==> src/sv/tcpt_pkg.sv <==
package tcpt_pkg;

	localparam int unsigned TABLE_ENTRIES_DEF = 256;

	typedef enum logic [2:0] {
		ST_FWD_UPDATE  = 3'd0,
		ST_REV_UPDATE  = 3'd1,
		ST_CREATED     = 3'd2,
		ST_FROZEN      = 3'd3,
		ST_TABLE_FULL  = 3'd4,
		ST_READ_OK     = 3'd5,
		ST_READ_UNUSED = 3'd6
	} status_t;

	typedef enum logic {
		ACT_PACKET = 1'b0,
		ACT_READ   = 1'b1
	} action_t;

	typedef struct packed {
		logic        action;
		logic [31:0] src_addr;
		logic [31:0] dst_addr;
		logic [15:0] sport;
		logic [15:0] dport;
		logic [47:0] timestamp_us;
		logic [3:0]  header_words;
		logic        syn_flag;
		logic        fin_flag;
		logic        rst_flag;
		logic [15:0] window_size;
		logic [7:0]  read_index;
	} req_t;

	typedef struct packed {
		logic [7:0]  entry_index;
		status_t     status;
		logic [23:0] packets_fwd;
		logic [23:0] packets_rev;
		logic [31:0] bytes_fwd;
		logic [31:0] bytes_rev;
		logic [47:0] duration_us;
		logic [4:0]  state_flags;
		logic [15:0] window_min;
		logic [15:0] window_max;
		logic [39:0] window_total;
	} rsp_t;

	// per-entry statistics, one memory word
	typedef struct packed {
		logic [23:0] fwd_packets;
		logic [23:0] rev_packets;
		logic [31:0] fwd_bytes;
		logic [31:0] rev_bytes;
		logic [47:0] first_time;
		logic [47:0] last_time;
		logic [1:0]  syn_count;
		logic [1:0]  fin_count;
		logic        fin_src;
		logic        fin_dst;
		logic        reset_seen;
		logic [15:0] min_window;
		logic [15:0] max_window;
		logic [39:0] sum_window;
	} stat_rec_t;

	typedef enum logic [3:0] {
		S_IDLE,
		S_DISPATCH,
		S_KEY_RD,
		S_KEY_CMP,
		S_STAT_RD,
		S_UPDATE,
		S_CREATE,
		S_READ_RD,
		S_READ_OUT,
		S_OUT
	} ctrl_state_t;

	typedef struct packed {
		logic load_req;
		logic inc_idx;
		logic key_rd;
		logic stat_rd;
		logic stat_rd_sel_read;
		logic update;
		logic create;
		logic read_out;
		logic set_full;
		logic set_unused;
	} cmd_t;

	typedef struct packed {
		logic is_read;
		logic read_ok;
		logic count_zero;
		logic hit;
		logic last_idx;
		logic full;
	} sts_t;

endpackage

==> src/sv/tcpt_ctrl.sv <==
module tcpt_ctrl (
	input  logic           clk,
	input  logic           arst_n,
	input  logic           req_valid,
	output logic           req_ready,
	output logic           rsp_valid,
	input  logic           rsp_ready,
	input  tcpt_pkg::sts_t sts,
	output tcpt_pkg::cmd_t cmd
);

	tcpt_pkg::ctrl_state_t state_q, state_d;

	always_ff @(posedge clk or negedge arst_n) begin
		if (!arst_n) begin
			state_q <= tcpt_pkg::S_IDLE;
		end else begin
			state_q <= state_d;
		end
	end

	always_comb begin
		state_d   = state_q;
		cmd       = '0;
		req_ready = 1'b0;
		rsp_valid = 1'b0;
		unique case (state_q)
			tcpt_pkg::S_IDLE: begin
				req_ready = 1'b1;
				if (req_valid) begin
					cmd.load_req = 1'b1;
					state_d      = tcpt_pkg::S_DISPATCH;
				end
			end
			tcpt_pkg::S_DISPATCH: begin
				if (sts.is_read) begin
					if (sts.read_ok) begin
						state_d = tcpt_pkg::S_READ_RD;
					end else begin
						cmd.set_unused = 1'b1;
						state_d        = tcpt_pkg::S_OUT;
					end
				end else if (sts.count_zero) begin
					state_d = tcpt_pkg::S_CREATE;
				end else begin
					state_d = tcpt_pkg::S_KEY_RD;
				end
			end
			tcpt_pkg::S_KEY_RD: begin
				cmd.key_rd = 1'b1;
				state_d    = tcpt_pkg::S_KEY_CMP;
			end
			tcpt_pkg::S_KEY_CMP: begin
				if (sts.hit) begin
					state_d = tcpt_pkg::S_STAT_RD;
				end else if (sts.last_idx) begin
					if (sts.full) begin
						cmd.set_full = 1'b1;
						state_d      = tcpt_pkg::S_OUT;
					end else begin
						state_d = tcpt_pkg::S_CREATE;
					end
				end else begin
					cmd.inc_idx = 1'b1;
					state_d     = tcpt_pkg::S_KEY_RD;
				end
			end
			tcpt_pkg::S_STAT_RD: begin
				cmd.stat_rd = 1'b1;
				state_d     = tcpt_pkg::S_UPDATE;
			end
			tcpt_pkg::S_UPDATE: begin
				cmd.update = 1'b1;
				state_d    = tcpt_pkg::S_OUT;
			end
			tcpt_pkg::S_CREATE: begin
				cmd.create = 1'b1;
				state_d    = tcpt_pkg::S_OUT;
			end
			tcpt_pkg::S_READ_RD: begin
				cmd.stat_rd          = 1'b1;
				cmd.stat_rd_sel_read = 1'b1;
				state_d              = tcpt_pkg::S_READ_OUT;
			end
			tcpt_pkg::S_READ_OUT: begin
				cmd.read_out = 1'b1;
				state_d      = tcpt_pkg::S_OUT;
			end
			tcpt_pkg::S_OUT: begin
				rsp_valid = 1'b1;
				if (rsp_ready) begin
					state_d = tcpt_pkg::S_IDLE;
				end
			end
			default: begin
				state_d = tcpt_pkg::S_IDLE;
			end
		endcase
	end

endmodule

==> config.mk <==
export PLATFORM = sky130hd
export DESIGN_NAME = tcpt_ctrl
export DESIGN_NICKNAME = d
export VERILOG_FILES = /design/src/sv/tcpt_pkg.sv /design/src/sv/tcpt_ctrl.sv
export SDC_FILE = /design/constraint.sdc
export NUM_CORES = 1
export LEC_CHECK = 0
export BUFFER_PORTS_ARGS = -buffer_cell sky130_fd_sc_hd__buf_2
export CAP_MARGIN = 0
export CORE_AREA = 10 10 47 49
export DETAILED_ROUTE_END_ITERATION = 16
export DIE_AREA = 0 0 57 59
export SYNTH_ARGS = -nofsm -noshare
export SYNTH_HDL_FRONTEND = slang
export SYNTH_SLANG_ARGS = --single-unit
export TNS_END_PERCENT = 20
==> constraint.sdc <==
create_clock -name clk -period 3.45 [get_ports clk]
set_clock_uncertainty 0.15 [all_clocks]
set_input_delay 0.69 -clock clk [delete_from_list [all_inputs] [get_ports clk]]
set_output_delay 0.69 -clock clk [all_outputs]
set_load 0.02 [all_outputs]
==> results.rst, run 1 <==
.. list-table::
   :header-rows: 1

   * - Metric
     - Value
   * - Residual overflow from global routing
     - 0
   * - Largest registers ranked by flip-flop count
     - state_q (4)
   * - Outcome
     - completed
   * - Cell count of the worst reg-to-reg path
     - 4
   * - Required time reported for the critical path endpoint
     - 2.61 ns
   * - Sequential share of the synthesized area
     - 23.1%
   * - Overall Power
     - 440 uW
   * - Most used flip-flop cell after synthesis
     - sky130_fd_sc_hd__dfrtp_1
   * - Leading cell type by number of instances after synthesis
     - sky130_fd_sc_hd__nor2_1
   * - Min-delay worst type
     - in -> async
   * - GR Util All Layers
     - 6.58%
   * - Number of antenna-violating nets in the routed design
     - 0
   * - Number of optimization iterations in the first detailed-route pass
     - 2
   * - Pin count of the biggest net entering global routing
     - 16
   * - CORE AREA
     - 1400 um^2
   * - Synth Net Count
     - 59
   * - Filler cells
     - 163
   * - Worst vdd rail ir drop
     - 0.345 mV
   * - Power per Cell Area
     - 804 nW/um^2
   * - Number of instances in the synthesized netlist
     - 49
   * - Share of final-layout standard cells stronger than drive strength 1
     - 43.5%
   * - Hold Violations, Final
     - 0
   * - Vias post-DR
     - 438
   * - Number of antenna cells inserted
     - 0
   * - Crit start category
     - flop
   * - Synth cell count leaders
     - sky130_fd_sc_hd__nor2_1 (7), sky130_fd_sc_hd__dfrtp_1 (4), sky130_fd_sc_hd__nand2_1 (4)
   * - Final WS setup
     - 0.979 ns
   * - Post-CTS Setup Repair Bufs
     - 0
   * - Mean instance size in the synthesized netlist
     - 8.86 um^2
   * - Number of clock buffers inserted by TritonCTS
     - 3
   * - Most flops, register
     - state_q
   * - Largest stage delay on the critical path
     - 0.54 ns
   * - Setup violators final
     - 0
   * - Top cells by area in the synthesized netlist
     - sky130_fd_sc_hd__dfrtp_1 (23%), sky130_fd_sc_hd__nor4b_2 (10%), sky130_fd_sc_hd__nor2_1 (6.1%)
   * - Worst relative slew slack
     - 66.9%
   * - Resized Gates After CTS
     - 0
   * - # DRC
     - 0
   * - Critical Path, Cell by Cell
     - nand4bb_1 -> nor3_2 -> buf_2
   * - Slew at the pin closest to its max-slew limit
     - 0.497 ns
   * - Worst path slowest cell
     - sky130_fd_sc_hd__dfrtp_1
   * - Fin crit share
     - 71.6%
   * - Unrepaired setup endpoints after global routing
     - no
   * - Number of flops mapped to enable cells by yosys
     - 0
   * - Die area
     - 3360 um^2
   * - Global placement routability congestion
     - 0.784
   * - TritonCTS clock tree
     - built
   * - Largest fanout of any net on the critical path
     - 15
   * - Fin crit period
     - 2.47 ns
   * - First-pass GRT wire length
     - 1830 um
   * - Setup crit end kind
     - primary output
   * - Number of top-level design ports
     - 22
   * - Area growth syn-to-layout
     - 25.9%
   * - Iteration-0 DRC count of the detailed router
     - 3
   * - Endpoint of the most critical register-to-register path
     - state_q[0]
   * - Cell area after synthesis
     - 434 um^2
   * - Number of sinks on the clock net
     - 4
   * - IO Port Bufs
     - 21
   * - Arrival time of data at the critical path endpoint
     - 1.63 ns
   * - Routed wire length
     - 1160 um
   * - Category of the critical setup timing path
     - reg -> out
   * - Reg2reg setup slack
     - 1.71 ns
   * - Post-synthesis cell type with the largest combined area
     - sky130_fd_sc_hd__dfrtp_1
   * - Hold-fix buffers at CTS
     - 0
   * - Sum of negative setup slack
     - 0 ns
   * - Tightest hold margin
     - 0.101 ns
   * - Area share of the largest cell type after synthesis
     - 23.1%
   * - Design area
     - 547 um^2
   * - Buffers from clock root to sink, at most
     - 2
   * - Library cells used by synthesis
     - 27
   * - Clk Latency, worst-skew pair
     - 0.23 ns
   * - Reg-to-reg startpoint
     - state_q[3]
   * - Clk slew on worst S/H paths
     - 0.04 ns
   * - Reported leakage power
     - 0.264 nW
   * - Horizontal die dimension
     - 57 um
   * - Max-slew violation count
     - 0
   * - Library cell used as clock root buffer
     - sky130_fd_sc_hd__clkbuf_4
   * - Die span in y
     - 59 um
   * - Post-placement setup slack
     - 1.17 ns
   * - Share of synthesized registers carrying an async set or reset
     - 100%
   * - Number of max-cap violations
     - 0
   * - H-tree depth
     - 1
   * - # rows
     - 14
   * - Count of yosys warnings during synthesis
     - 0
   * - Placed cell area
     - 524 um^2
   * - Max FFs per register
     - 4
   * - Starting utilization of the core area
     - 31.0%
   * - Antenna violations before repair
     - 0
   * - Average wire per standard cell
     - 13.6 um
   * - Vias in the first global route
     - 443
   * - Final Net Count
     - 81
   * - Per-cell via count in the routed design
     - 5.15
   * - Number of synthesized register bits
     - 4
   * - Peak clock frequency supported by timing
     - 405 MHz
-- stage by stage --
step / util (%) / cells
2_1_floorplan: - / 49
3_3_place_gp: 37.4 / 82
3_5_place_dp: 37.4 / 82
4_1_cts: 39.0 / 85
5_1_grt: 39.0 / 85
6_report: 39.0 / 85
-- cell families after synthesis --
kind of cell | share of synthesized area (%)
DFF | 23.1
and+or+nand+nor | 51.0
muxes | 2.59
buffers and inverters | 8.93
AOI/OAI and AO/OA | 14.4
-- how the worst max path moves through the flow --
stage,start,endpoint,slack (ns),depth (start not counted)
floorplan,state_q[1],cmd[9],1.02,4
global placement,sts[5],cmd[0],1.15,4
detailed placement,sts[5],cmd[0],1.17,4
CTS,state_q[3],cmd[1],0.96,3
global route,state_q[3],cmd[1],0.83,3
finish,state_q[3],cmd[1],0.98,3
-- critical path: cells and delay by family, from the launching register on --
kind / cells / cell delay (ns)
simple gates: 2 / 0.64
buf+inv: 1 / 0.21
flops: 1 / 0.54
-- layer usage --
layer	wire [um]	global-route usage [%]
met4	0	3.02
met5	0	0
met2	604	11.8
met1	504	6.91
met3	48	1.93
-- area by class of cell --
type	instances	area, um^2	area share, %
Sequential cell	4	100	18.3
Multi-Input combinational cell	40	295	54.0
Tap cell	16	20.0	3.66
Inverter	1	3.75	0.686
Timing Repair Buffer	21	105	19.2
Clock buffer	3	22.5	4.12
-- cells in the final DEF, fill, tap and decap left out, types with 2 or more instances in the layout --
cell type,count
sky130_fd_sc_hd__nand2_1,4
sky130_fd_sc_hd__o32ai_1,2
sky130_fd_sc_hd__nor3_2,2
sky130_fd_sc_hd__a21oi_1,3
sky130_fd_sc_hd__clkbuf_4,3
sky130_fd_sc_hd__dfrtp_1,4
sky130_fd_sc_hd__nor4b_2,3
sky130_fd_sc_hd__buf_2,21
sky130_fd_sc_hd__nor3_1,2
sky130_fd_sc_hd__nand2b_1,3
sky130_fd_sc_hd__nor2_1,7
-- power by group --
part           internal [mW]  switching, mW
sequential            0.0672         0.0667
clock                 0.0388         0.0175
combinational          0.116          0.133
No activity file was read; power rests on OpenSTA's default activity.
==> run 2, diff against run 1 <==
--- a/config.mk
+++ b/config.mk
@@ -5,6 +5,7 @@
 export SDC_FILE = /design/constraint.sdc
 export NUM_CORES = 1
 export LEC_CHECK = 0
+export ABC_AREA = 1
 export BUFFER_PORTS_ARGS = -buffer_cell sky130_fd_sc_hd__buf_2
 export CAP_MARGIN = 0
 export CORE_AREA = 10 10 47 49
==> constraint.sdc (replaced) <==
create_clock -name clk -period 2.1 [get_ports clk]
set_clock_uncertainty 0.15 [all_clocks]
set_input_delay 0.42 -clock clk [delete_from_list [all_inputs] [get_ports clk]]
set_output_delay 0.42 -clock clk [all_outputs]
set_load 0.02 [all_outputs]
==> results.rst, run 2 <==
.. list-table::
   :header-rows: 1

   * - Metric
     - Value
   * - GR Util All Layers
     - 6.61%
   * - Largest stage delay on the critical path
     - 0.45 ns
   * - Horizontal die dimension
     - 57 um
   * - Combinational cell fraction of total power
     - 61.5%
   * - Slew at the pin closest to its max-slew limit
     - 0.274 ns
   * - Unrepaired setup endpoints after global routing
     - no
   * - Share of synthesized registers carrying an async set or reset
     - 100%
   * - Arrival time of data at the critical path endpoint
     - 1.33 ns
   * - Library cells used by synthesis
     - 14
   * - Starting utilization of the core area
     - 27.4%
   * - TritonCTS clock tree
     - built
   * - Die area
     - 3360 um^2
   * - Global placement routability congestion
     - 0.769
   * - Max FFs per register
     - 4
   * - Cell area after synthesis
     - 384 um^2
   * - Die span in y
     - 59 um
   * - Max-slew violation count
     - 0
   * - Synth Net Count
     - 76
   * - Vias in the first global route
     - 459
   * - Main combinational cell family by area after synthesis
     - simple AND/OR/NAND/NOR gates
   * - Final WS setup
     - 0.200 ns
   * - Min-delay worst type
     - in -> reg
   * - Number of top-level design ports
     - 22
   * - IO Port Bufs
     - 21
   * - # DRC
     - 0
   * - Largest registers ranked by flip-flop count
     - state_q (4)
   * - Area share of the largest cell type after synthesis
     - 26.1%
   * - Antenna violations before repair
     - 0
   * - Internal power consumption
     - 313 uW
   * - Power per Cell Area
     - 1220 nW/um^2
   * - Clk Latency, worst-skew pair
     - 0.24 ns
   * - Mean instance size in the synthesized netlist
     - 5.82 um^2
   * - # rows
     - 14
   * - Critical Path, Cell by Cell
     - nor2_2 -> nand2_1 -> nor2_1 -> nand2_1 -> inv_1 -> buf_2
   * - Buffers from clock root to sink, at most
     - 2
   * - Synthesized-area fraction occupied by ao, oa, aoi and oai cells
     - 7.82%
   * - Fin crit share
     - 90.5%
   * - Library cell used as clock root buffer
     - sky130_fd_sc_hd__clkbuf_4
   * - Number of clock buffers inserted by TritonCTS
     - 3
   * - Worst vdd rail ir drop
     - 0.430 mV
   * - Post-placement setup slack
     - 0.438 ns
   * - Highest-count cells in the layout ignoring fill and taps
     - sky130_fd_sc_hd__buf_2 (21), sky130_fd_sc_hd__nand2_1 (17), sky130_fd_sc_hd__inv_1 (11), sky130_fd_sc_hd__nor2_1 (11), sky130_fd_sc_hd__inv_2 (5)
   * - Final Net Count
     - 103
   * - Share of final-layout standard cells stronger than drive strength 1
     - 39.6%
   * - Iteration-0 DRC count of the detailed router
     - 7
   * - Multiplexer fraction of the synthesized cell area
     - 0%
   * - Clk slew on worst S/H paths
     - 0.04 ns
   * - Simple-Gate Fraction of Synth Area
     - 50.5%
   * - Vias post-DR
     - 472
   * - Crit start category
     - flop
   * - First-pass GRT wire length
     - 1780 um
   * - H-tree depth
     - 1
   * - Count of yosys warnings during synthesis
     - 0
   * - Most flops, register
     - state_q
   * - Top cells by area in the synthesized netlist
     - sky130_fd_sc_hd__dfrtp_1 (26%), sky130_fd_sc_hd__nand2_1 (17%), sky130_fd_sc_hd__inv_1 (11%)
   * - Buffers & Inverters on Critical Path
     - 2
   * - Leading cell type by number of instances after synthesis
     - sky130_fd_sc_hd__nand2_1
   * - Worst path slowest cell
     - sky130_fd_sc_hd__dfrtp_1
   * - Largest fanout of any net on the critical path
     - 6
   * - Reported leakage power
     - 0.355 nW
   * - Per-cell via count in the routed design
     - 4.41
   * - Commonest non-fill, non-tap cell in the layout
     - sky130_fd_sc_hd__buf_2
   * - Critical path's most frequent cell
     - sky130_fd_sc_hd__nand2_1
   * - Number of synthesized register bits
     - 4
   * - Hold Violations, Final
     - 0
   * - Number of instances in the synthesized netlist
     - 66
   * - Number of flops mapped to enable cells by yosys
     - 0
   * - Outcome
     - completed
   * - Fin crit period
     - 1.90 ns
   * - Peak clock frequency supported by timing
     - 526 MHz
   * - Number of antenna cells inserted
     - 0
   * - Setup crit end kind
     - primary output
   * - Residual overflow from global routing
     - 0
   * - Sum of negative setup slack
     - 0 ns
   * - Number of optimization iterations in the first detailed-route pass
     - 5
   * - Switching fraction of total power
     - 52.6%
   * - Required time reported for the critical path endpoint
     - 1.53 ns
   * - Area growth syn-to-layout
     - 41.0%
   * - Setup violators final
     - 0
   * - Post-DP HPWL
     - 954 um
   * - Register share of total power
     - 24.0%
   * - Post-synthesis cell type with the largest combined area
     - sky130_fd_sc_hd__dfrtp_1
   * - Most used flip-flop cell after synthesis
     - sky130_fd_sc_hd__dfrtp_1
   * - Switching power
     - 347 uW
   * - Average wire per standard cell
     - 9.87 um
   * - Pin count of the biggest net entering global routing
     - 7
   * - Adder-Cell Fraction of Synth Area
     - 0%
   * - Post-CTS Setup Repair Bufs
     - 0
   * - Category of the critical setup timing path
     - reg -> out
   * - Sequential share of the synthesized area
     - 26.1%
   * - Number of antenna-violating nets in the routed design
     - 0
   * - Number of max-cap violations
     - 0
   * - Cell class contributing the biggest share of worst-path delay
     - flip-flops
   * - Clock Power Share
     - 14.5%
   * - Routed wire length
     - 1060 um
   * - CORE AREA
     - 1400 um^2
   * - Worst relative slew slack
     - 81.6%
   * - Xor/xnor cell area share of the yosys netlist
     - 0%
   * - Synth cell count leaders
     - sky130_fd_sc_hd__nand2_1 (17), sky130_fd_sc_hd__inv_1 (11), sky130_fd_sc_hd__nor2_1 (11), sky130_fd_sc_hd__inv_2 (5)
   * - Number of sinks on the clock net
     - 4
## run 2: cell types whose count changed in the layout (fill, tap and decap cells not counted), moves of 3 or more
cell,delta
sky130_fd_sc_hd__nor2_1,+4
sky130_fd_sc_hd__nor4b_2,-3
sky130_fd_sc_hd__nand2b_1,-3
sky130_fd_sc_hd__nand2_1,+13
sky130_fd_sc_hd__a21oi_1,-3
sky130_fd_sc_hd__inv_2,+5
sky130_fd_sc_hd__o21ai_0,+3
sky130_fd_sc_hd__nor2_2,+4
sky130_fd_sc_hd__inv_1,+10
## run 2: repair_timing
action	4_1_cts	5_1_grt
hold buffers	1	0
endpoints found under the hold margin	4	0
resized for setup	0	0
## run 2: worst paths after layout
| kind | cells after the start | startpoint | slack [ns] | end |
|---|---|---|---|---|
| max reg2reg | 8 | state_q[1] | 0.76 | state_q[0] |
| min in group asynchronous | 2 | arst_n | 0.36 | state_q[3] |
| max in group asynchronous | 2 | arst_n | 1.32 | state_q[0] |
| min reg2reg | 3 | state_q[3] | 0.56 | state_q[1] |
| max | 6 | state_q[2] | 0.20 | cmd[0] |
| min | 3 | rsp_ready | 0.35 | state_q[0] |
## run 2: power groups by stage
stage / clock [mW] / combinational [mW] / sequential, mW
final: 0.0960 / 0.406 / 0.158
after global routing: 0.104 / 0.469 / 0.165
after CTS: 0.0991 / 0.414 / 0.158
after detailed placement: 0 / 0.411 / 0.159
after global placement: 0 / 0.416 / 0.160
after floorplan: 0 / 0.303 / 0.153
## run 2: cell type report
class / count / area (um^2)
Fill cell: 174 / 860
Multi-Input combinational cell: 46 / 224
Timing Repair Buffer: 22 / 115
Sequential cell: 4 / 100
Inverter: 16 / 60.1
Clock buffer: 3 / 22.5
Tap cell: 16 / 20.0
## run 2: metal layers
| layer | global-route usage (%) | vias to the layer above | part of all wire [%] |
|---|---|---|---|
| met4 | 4.03 | 0 | 1.8 |
| met3 | 3.22 | 3 | 7.4 |
| li1 | - | 250 | - |
| met1 | 6.90 | 199 | 41 |
| met2 | 10.5 | 20 | 50 |
| met5 | 0 | - | 0 |
## run 2: metrics by stage
step	instance area (um^2)	cells	hold WS, ns	power, mW	utilization, %
after floorplan	384	66	-0.0256	0.455	-
after global placement	509	103	0.0744	0.576	36.3
after detailed placement	509	103	0.0773	0.570	36.3
after CTS	542	107	0.353	0.671	38.7
after global routing	542	107	0.386	0.737	38.7
final	542	107	0.354	0.660	38.7
## run 2: logic make-up after synthesis
kind of cell | count (synthesis)
AND/OR/NAND/NOR | 41
flip-flops | 4
AO/OA/AOI/OAI | 5
buffers and inverters | 16
## run 2: tightest hold or removal path: cells and delay by family
kind	cells	cell delay (ns)
buffers and inverters	1	0.07
AND/OR/NAND/NOR	2	0.20
==> run 3, diff against run 2 <==
--- a/config.mk
+++ b/config.mk
@@ -6,11 +6,12 @@
 export NUM_CORES = 1
 export LEC_CHECK = 0
 export ABC_AREA = 1
-export BUFFER_PORTS_ARGS = -buffer_cell sky130_fd_sc_hd__buf_2
 export CAP_MARGIN = 0
 export CORE_AREA = 10 10 47 49
 export DETAILED_ROUTE_END_ITERATION = 16
 export DIE_AREA = 0 0 57 59
+export DONT_BUFFER_PORTS = 1
+export PLACE_DENSITY = 0.52
 export SYNTH_ARGS = -nofsm -noshare
 export SYNTH_HDL_FRONTEND = slang
 export SYNTH_SLANG_ARGS = --single-unit
==> results.rst, run 3 (synthesis gave the netlist of run 2 again) <==
.. list-table::
   :header-rows: 1

   * - Metric
     - Value
   * - Outcome
     - completed
   * - Worst vdd rail ir drop
     - 0.379 mV
   * - Worst relative slew slack
     - 70.2%
   * - Global placement routability congestion
     - 0.750
   * - TritonCTS clock tree
     - built
   * - Number of antenna-violating nets in the routed design
     - 0
   * - GR Util All Layers
     - 6.70%
   * - Required time reported for the critical path endpoint
     - 1.53 ns
   * - Vias post-DR
     - 411
   * - Power per Cell Area
     - 1390 nW/um^2
   * - Category of the critical setup timing path
     - reg -> out
   * - Area growth syn-to-layout
     - 17.6%
   * - CORE AREA
     - 1400 um^2
   * - Starting utilization of the core area
     - 27.4%
   * - Number of sinks on the clock net
     - 4
   * - Design area
     - 452 um^2
   * - Routed wire length
     - 1060 um
   * - Crit start category
     - flop
   * - Cell count of the worst reg-to-reg path
     - 4
   * - Antenna violations before repair
     - 0
   * - Overall Power
     - 629 uW
   * - Setup violators final
     - 0
   * - Fin crit share
     - 93.8%
   * - Switching power
     - 342 uW
   * - Setup crit end kind
     - primary output
   * - Hold Violations, Final
     - 0
   * - Clk Latency, worst-skew pair
     - 0.24 ns
   * - Internal power consumption
     - 287 uW
   * - IO Port Bufs
     - 0
   * - Per-cell via count in the routed design
     - 4.67
   * - Vias in the first global route
     - 428
   * - Clk slew on worst S/H paths
     - 0.04 ns
   * - Tightest hold margin
     - 0.257 ns
   * - Most flops, register
     - state_q
   * - # rows
     - 14
   * - Unrepaired setup endpoints after global routing
     - no
   * - Number of optimization iterations in the first detailed-route pass
     - 2
   * - Min-delay worst type
     - in -> reg
   * - Clock Power Share
     - 15.1%
   * - Placed cell area
     - 419 um^2
   * - Max-slew violation count
     - 0
   * - Max FFs per register
     - 4
   * - Largest registers ranked by flip-flop count
     - state_q (4)
   * - Commonest non-fill, non-tap cell in the layout
     - sky130_fd_sc_hd__nand2_1
   * - Final Net Count
     - 84
   * - Endpoint of the most critical register-to-register path
     - state_q[1]
   * - Arrival time of data at the critical path endpoint
     - 1.40 ns
   * - Library cell used as clock root buffer
     - sky130_fd_sc_hd__clkbuf_4
   * - Reg-to-reg startpoint
     - state_q[3]
   * - Number of max-cap violations
     - 0
   * - Number of top-level design ports
     - 22
   * - Post-CTS Setup Repair Bufs
     - 0
   * - Share of final-layout standard cells stronger than drive strength 1
     - 23.6%
   * - Fin crit period
     - 1.97 ns
   * - Switching fraction of total power
     - 54.4%
   * - Register share of total power
     - 25.4%
   * - # DRC
     - 0
   * - Horizontal die dimension
     - 57 um
   * - Largest fanout of any net on the critical path
     - 6
   * - Worst Hold Path Cells
     - 3
   * - Final core utilization
     - 32.2%
   * - H-tree depth
     - 1
   * - Number of clock buffers inserted by TritonCTS
     - 3
   * - Die span in y
     - 59 um
   * - Highest-count cells in the layout ignoring fill and taps
     - sky130_fd_sc_hd__nand2_1 (17), sky130_fd_sc_hd__inv_1 (11), sky130_fd_sc_hd__nor2_1 (11)
   * - Sum of negative setup slack
     - 0 ns
   * - Reported leakage power
     - 0.266 nW
   * - Combinational cell fraction of total power
     - 59.4%
   * - Resized Gates After CTS
     - 0
   * - Peak clock frequency supported by timing
     - 508 MHz
   * - Reg2reg setup slack
     - 0.60 ns
   * - Worst-case hold path end point
     - state_q[1]
   * - Average wire per standard cell
     - 12.0 um
   * - Iteration-0 DRC count of the detailed router
     - 5
   * - Slew at the pin closest to its max-slew limit
     - 0.445 ns
   * - Start point of the worst hold path
     - sts[2]
   * - Pin count of the biggest net entering global routing
     - 7
   * - Residual overflow from global routing
     - 0
   * - Post-DP HPWL
     - 935 um
   * - Die area
     - 3360 um^2
   * - Buffers from clock root to sink, at most
     - 2
   * - First-pass GRT wire length
     - 1730 um
   * - Number of antenna cells inserted
     - 0
-- run 3: changes by cell type in the layout (fill, tap and decap cells not counted) --
cell                    delta
sky130_fd_sc_hd__buf_2    -21
sky130_fd_sc_hd__buf_4     +2
-- run 3: worst max path at each step --
stage	start	end	slack, ns
finish	state_q[2]	cmd[8]	0.13
global route	state_q[1]	cmd[8]	0.02
CTS	state_q[3]	cmd[8]	0.12
detailed placement	state_q[3]	cmd[8]	0.38
global placement	state_q[2]	cmd[8]	0.39
floorplan	state_q[2]	rsp_valid	0.36
-- run 3: layout make-up --
type / instances / area (um^2)
flip-flops and latches: 4 / 100
multi-input cells: 46 / 224
well taps: 16 / 20.0
clock buffers: 3 / 22.5
inverters: 16 / 60.1
fillers: 169 / 950
repair buffers: 3 / 25.0
-- run 3: worst max-delay path, stage by stage, from the launching register on --
cell and delay, ns:
sky130_fd_sc_hd__dfrtp_1 0.44, sky130_fd_sc_hd__nor3_2 0.31, sky130_fd_sc_hd__nand2_1 0.09, sky130_fd_sc_hd__nor2_1 0.32
-- run 3: power by group through the flow --
stage                     clock network (mW)  registers (mW)  logic, mW
after global placement                     0           0.158      0.381
after global routing                   0.106           0.166      0.431
final                                 0.0953           0.160      0.374
after floorplan                            0           0.153      0.303
after CTS                             0.0983           0.160      0.383
after detailed placement                   0           0.161      0.379
-- run 3: per-stage QoR --
step	setup slack [ns]	cells
after global placement	0.389	84
after detailed placement	0.382	84
final	0.131	88
after floorplan	0.361	66
after CTS	0.122	88
after global routing	0.0220	88
-- run 3: timing repair --
item | in CTS | in global routing
hold buffers | 1 | 0
endpoints found under the setup margin | 0 | 0
endpoints found under the hold margin | 4 | 0
-- run 3: routing by layer --
layer / GRT usage [%] / share of wire [%] / wire, um
met1: 5.95 / 40 / 419
met2: 11.0 / 48 / 511
met3: 2.15 / 8.1 / 86
met4: 8.05 / 4.0 / 42
met5: 0 / 0 / 0
